===== config.mk =====
export PLATFORM = sky130hd
export DESIGN_NAME = usm3_chan
export DESIGN_NICKNAME = d
export VERILOG_FILES = /design/src/hdl/usm3_pkg.sv /design/src/hdl/usm3_chan.sv
export SDC_FILE = /design/constraint.sdc
export NUM_CORES = 1
export LEC_CHECK = 0
export BUFFER_PORTS_ARGS = -buffer_cell sky130_fd_sc_hd__buf_4
export CORE_UTILIZATION = 50
export DETAILED_ROUTE_END_ITERATION = 10
export MAX_ROUTING_LAYER = met4
export PLACE_DENSITY_LB_ADDON = 0.08
export SYNTH_ARGS = -nofsm -noshare
export SYNTH_HDL_FRONTEND = slang
export SYNTH_SLANG_ARGS = --single-unit

===== constraint.sdc =====
create_clock -name clk -period 9.3 [get_ports clk]
set_clock_uncertainty 0.15 [all_clocks]
set_input_delay 0.465 -clock clk [delete_from_list [all_inputs] [get_ports clk]]
set_output_delay 0.465 -clock clk [all_outputs]
set_load 0.01 [all_outputs]

===== src/hdl/usm3_pkg.sv =====
// ----------------------------------------------------------------------------
// usm3_pkg
// Shared constants and types for the 3x3 rgb unsharp mask block.
// ----------------------------------------------------------------------------
`default_nettype none

package usm3_pkg;

  // frame geometry limits
  localparam int MAX_WIDTH  = 2048;
  localparam int MAX_HEIGHT = 4096;

  localparam int COL_W    = 11;   // column position
  localparam int ROW_W    = 12;   // row position
  localparam int WIDTH_W  = 12;   // image_width register
  localparam int HEIGHT_W = 13;   // image_height register
  localparam int GAIN_W   = 3;    // detail_gain register
  localparam int CH_W     = 8;    // one color channel
  localparam int PIX_W    = 3 * CH_W;
  localparam int SUM_W    = 12;   // sum of nine channel values

  // floor(x / 9) == (x * RECIP_9) >> RECIP_SHIFT for every x below 2**15
  localparam int RECIP_9     = 3641;
  localparam int RECIP_SHIFT = 15;
  localparam int PROD_W      = 24;

  // configuration register indexes
  localparam int REG_IDX_W = 2;
  localparam logic [REG_IDX_W-1:0] REG_WIDTH  = 2'd0;
  localparam logic [REG_IDX_W-1:0] REG_HEIGHT = 2'd1;
  localparam logic [REG_IDX_W-1:0] REG_GAIN   = 2'd2;

  // stage load enables for a channel datapath
  typedef struct packed {
    logic ld_sum;
    logic ld_detail;
    logic ld_out;
  } chan_ctl_t;

endpackage

`default_nettype wire


===== src/hdl/usm3_chan.sv =====
// ----------------------------------------------------------------------------
// usm3_chan
// One color channel of the sharpening datapath: 3x3 sum, divide by nine,
// detail extraction and saturating add-back, over three register stages.
// ----------------------------------------------------------------------------
`default_nettype none

module usm3_chan (
  input  wire logic                                     clk,
  input  wire usm3_pkg::chan_ctl_t                      ctl,
  input  wire logic [8:0][usm3_pkg::CH_W-1:0]           nbr,    // row-major 3x3
  input  wire logic [usm3_pkg::GAIN_W-1:0]              gain,
  output logic      [usm3_pkg::CH_W-1:0]                pix_out
);

  logic [usm3_pkg::SUM_W-1:0]  sum9;
  logic [usm3_pkg::SUM_W-1:0]  sum_q;
  logic [usm3_pkg::CH_W-1:0]   ctr_s2;
  logic [usm3_pkg::PROD_W-1:0] prod;
  logic [usm3_pkg::CH_W-1:0]   blur;
  logic [usm3_pkg::CH_W-1:0]   detail_q;
  logic [usm3_pkg::CH_W-1:0]   ctr_s3;
  logic [10:0]                 sharp;

  // neighborhood sum
  always_comb begin
    sum9 = '0;
    for (int k = 0; k < 9; k++) begin
      sum9 = sum9 + usm3_pkg::SUM_W'(nbr[k]);
    end
  end

  always_ff @(posedge clk) begin
    if (ctl.ld_sum) begin
      sum_q  <= sum9;
      ctr_s2 <= nbr[4];
    end
  end

  // blur by reciprocal multiply, then clipped detail
  assign prod = usm3_pkg::PROD_W'(sum_q) * usm3_pkg::PROD_W'(usm3_pkg::RECIP_9);
  assign blur = prod[usm3_pkg::RECIP_SHIFT +: usm3_pkg::CH_W];

  always_ff @(posedge clk) begin
    if (ctl.ld_detail) begin
      detail_q <= (ctr_s2 > blur) ? (ctr_s2 - blur) : '0;
      ctr_s3   <= ctr_s2;
    end
  end

  // add scaled detail back, saturate at full scale
  assign sharp = 11'(ctr_s3) + 11'(gain) * 11'(detail_q);

  always_ff @(posedge clk) begin
    if (ctl.ld_out) begin
      pix_out <= (sharp > 11'd255) ? 8'd255 : sharp[usm3_pkg::CH_W-1:0];
    end
  end

endmodule

`default_nettype wire


# Word-level counts from Yosys, hierarchy flattened
# Index checks and enable logic that the tools add are counted.
[word_totals] ff_bits=44 in_bits=79 wordCells=19
[op_classes] addsub=10 n_mul=2 order_cmp=2
[ops] op="adder 12 x 8 -> 12 bit" n=4
[ops] op="multiplier 12 x 12 -> 23 bit (second input constant)" n=1
[ops] op="adder 11 x 8 -> 12 bit" n=1
[ops] op="adder 10 x 8 -> 11 bit" n=1
[ops] op="adder 8 x 11 -> 11 bit" n=1
[ops] op="greater-than comparator 11 x 8 -> 1 bit (second input constant)" n=1
[ops] op="multiplier 3 x 8 -> 11 bit" n=1
[ops] op="adder 9 x 8 -> 10 bit" n=1
[ops] op="adder 8 x 8 -> 9 bit" n=1
[ops] op="greater-than comparator 8 bit" n=1
[ops] op="subtractor 8 bit" n=1

# Logic depth before layout (Yosys ltp)
[logic_depth] word_depth=8 ltp_mapped=25 ltp_nobuf=25

# Least setup slack after synthesis
# Ideal clock, no wire load.
[synth_path] path_type="reg-to-reg" from="reg sum_q[7] (netlist name)" to="reg detail_q[2] (netlist name), data pin" setup_time_ns=0.285 arrival_time_ns=5.676 required_ns=8.865 setup_slack_ns=3.189 path_stages_with_launch=25 period_less_slack_ns=6.111 path_cell_list="edfxtp_1 inv_1 fa_1 inv_1 ha_1 inv_1 fa_1 inv_1 fa_1 inv_1 fa_1 inv_1 ha_1 o21a_1 o211a_1 a221oi_2 o21ba_2 xnor2_1 fa_1 nor2b_1 o21a_1 o21ai_1 a21oi_1 o31ai_1 nor3_1"
[synth_via] elab_chain_len=2
[synth_lines] item="from (decl)" line_no="usm3_chan.sv:17" source="logic [usm3_pkg::SUM_W-1:0] sum_q;"
[synth_lines] item="from (signal assigned)" line_no="usm3_chan.sv:35" source="sum_q <= sum9;"
[synth_lines] item="multiplier 12 x 12 -> 23 bit *" line_no="usm3_chan.sv:41" source="assign prod = usm3_pkg::PROD_W'(sum_q) * usm3_pkg::PROD_W'(usm3_pkg::RECIP_9);"
[synth_lines] item="subtractor 8 bit or greater-than comparator 8 bit (tied branches)" line_no="usm3_chan.sv:46" source="detail_q <= (ctr_s2 > blur) ? (ctr_s2 - blur) : '0;"
[synth_lines] item="to (signal assigned)" line_no="usm3_chan.sv:46"
[synth_lines] item="to (decl)" line_no="usm3_chan.sv:21" source="logic [usm3_pkg::CH_W-1:0] detail_q;"
# Mark *: on every way between the ends. The rest lies on a longest branch, timed or not.
# A chain may end at the register's enable or synchronous reset.

# Worst setup path after layout
[layout_path] from="reg sum_q[7] (netlist name)" to="reg detail_q[3] (netlist name), data pin"
# Same word-level chain as after synthesis.

==> metrics.txt <==
postcts setup bufs 0; post-synthesis area per instance 11.5 um2; DRT Pass-1 Iters 4; Antenna Nets Post-Route 0; clk_lat worst skew 0.29 ns; status completed; CTS Buffer Depth 2; CP startpoint kind flop; largest net degree at the start of global routing 21; All-Layer GR Usage 0.213; Initial Utilization 0.513; Setup TNS 0 ns; DR DRC count 0; CTS Hold Bufs 0; Root Buffer clkbuf_16; Top-Level Pins 87; vias in the first global route 4,342; Synth Net Count 818; relative slew slack 0.412; WP data arrival 6.51 ns; via count 4,101; post-synthesis mux area share 0; post-DR wirelength/cell 15.2 um; Yosys warning count 0; worst r2r src sum_q[7]; maximum fanout along the worst path 8; Post-Synth Simple-Gate Area 0.0778; worst endpoint required time 9.16 ns; number of diodes 0; Die Ht 113 um; Reg2Reg Setup Slack 2.65 ns; RSZ-0062 raised after global routing false; Final Hold Viols 0; most frequent cells in the layout ha_1, inv_1, fa_1; Worst-Margin Slew 0.875 ns; worst-case reg-to-reg path depth 23; XOR/XNOR Fraction of Synth Area 0.0396; TritonCTS buffer count 5; Hold Startpoint nbr[32]; Slew Limit Fails 0; Hold EP ctr_s2[0]; main combinational cell family by area after synthesis adder cells; setup violators final 0; die area 12,800 um2; Setup WS pre-CTS 2.64 ns; share of layout cells above drive strength 1 0.164; starting DRC count in detailed routing 226; max frequency 150 MHz; drt total wl 12.2 mm; final core occ 0.599; initial antenna violation count 0; WHS Path Cells 1; count of flip-flops with a built-in enable after synthesis 44; total gr overflow 0; synthesized flop and latch total 44; cts repair resizes 0; H-tree Lvls 2; max-cap violations 0; Mapped Area 6190 um2; period utilization 0.715; reg2reg end detail_q[3]; Setup Crit Path Kind reg2reg; area of the core 12,100 um2; Min-Delay Path Class in2reg; clock sinks 44; most common cell after layout, fill and taps aside ha_1; dpl hpwl 11.1 mm; layout overhead on the synthesized area 16.6%; Final min period 6.65 ns; CTS tree yes; DR vias/cell 5.12; Reg clk slew, reported paths 0.07 ns; row count 40; Die Wd 113 um; Synth Flop Type edfxtp_1; # fillers 997; GPL Wtd Cong 0.825; dpl cell area 7050 um2; critical path endpoint category flop; Post-Synth Adder-Cell Area 0.522; IO buf count 86; Final nets 911; sequential-to-total area share from yosys stat 0.213; Yosys cell types 46; setup ws final 2.65 ns; Final Instance Area 7220 um2; first-pass GRT wire length 20.5 mm; FFs w/ async S/R, synth 0; Synth Area in Compound Gates 0.0881; Syn Inst Count 539
## critical path, cell delays in order, from the launching register on
cell and delay, ns:
edfxtp_1 0.39, inv_1 0.11, fa_1 0.54, inv_1 0.04, ha_1 0.29, inv_1 0.06, fa_1 0.53, inv_1 0.05
fa_1 0.50, inv_1 0.05, fa_1 0.53, inv_1 0.04, ha_1 0.31, o21a_1 0.21, o211a_1 0.21, a221oi_2 0.39
nand3b_1 0.13, a31oi_1 0.22, xor2_1 0.20, ha_1 0.31, o21ai_0 0.19, a21oi_1 0.07, o31ai_1 0.72, nor2_1 0.11
## per-stage QoR
stage                     std cells  hold slack (ns)
after CTS                       801            0.221
after global routing            801            0.221
after floorplan                 539            0.276
after global placement          793            0.288
after detailed placement        793            0.306
final                           801            0.223
## flip-flops by register name (all words and copies together) (netlist names)
signal / cells
detail_q: 8
sum_q: 12
ctr_s2: 8
pix_out: 8
ctr_s3: 8
## layout make-up
class | instances | area [um2] | share of cell area
multi-input combinational | 397 | 4500 | 0.624
sequential | 44 | 1320 | 0.183
timing repair buffer | 86 | 646 | 0.0894
inverter | 98 | 368 | 0.0510
tap | 168 | 210 | 0.0291
clock buffer | 5 | 125 | 0.0173
clock inverter | 3 | 46.3 | 0.00641
## cells by family after synthesis
kind of cell             Yosys count
adder cells (fa/ha/maj)          200
buffers and inverters             98
AND/OR/NAND/NOR                   93
AO/OA/AOI/OAI                     76
flip-flops                        44
XOR/XNOR                          28
## worst max path at each step
stage	endpoint	cells past startpoint	from
after floorplan	detail_q[2]	24	sum_q[7]
after global placement	detail_q[2]	24	sum_q[7]
after detailed placement	detail_q[3]	23	sum_q[7]
after CTS	detail_q[3]	23	sum_q[7]
after global routing	detail_q[4]	23	sum_q[7]
final	detail_q[3]	23	sum_q[7]
## layer usage
layer  global-route usage  up-vias  part of all wire
met4               0.0395        0             0.012
met2                0.366      108              0.49
met5                    -        -                 0
met3               0.0252       13             0.039
met1                0.275     1988              0.46
li1                     -     1992                 -
## cell usage after synthesis, types with 3 or more instances
| library cell | instances | area share |
|---|---|---|
| o21a_1 | 4 | 0.0048 |
| o21bai_1 | 3 | 0.0036 |
| xnor2_1 | 19 | 0.027 |
| ha_1 | 103 | 0.21 |
| nand3b_1 | 3 | 0.0036 |
| a21o_1 | 10 | 0.012 |
| nor2b_1 | 9 | 0.0091 |
| fa_1 | 97 | 0.31 |
| nor3_1 | 5 | 0.0040 |
| nand4_1 | 3 | 0.0030 |
| o21ai_0 | 12 | 0.0097 |
| o21ai_1 | 4 | 0.0032 |
| nand3_1 | 3 | 0.0024 |
| a211oi_1 | 4 | 0.0048 |
| inv_1 | 98 | 0.059 |
| o2111ai_1 | 3 | 0.0042 |
| xor2_1 | 9 | 0.013 |
| a21oi_1 | 18 | 0.015 |
| nand2_1 | 29 | 0.018 |
| nor2_1 | 18 | 0.011 |
| edfxtp_1 | 44 | 0.21 |
| nand2b_1 | 5 | 0.0051 |
| and2_1 | 9 | 0.0091 |
Power is left out: the tool's default activity adds up to more than one toggle a clock period on the data nets, which glitch-free logic cannot reach.
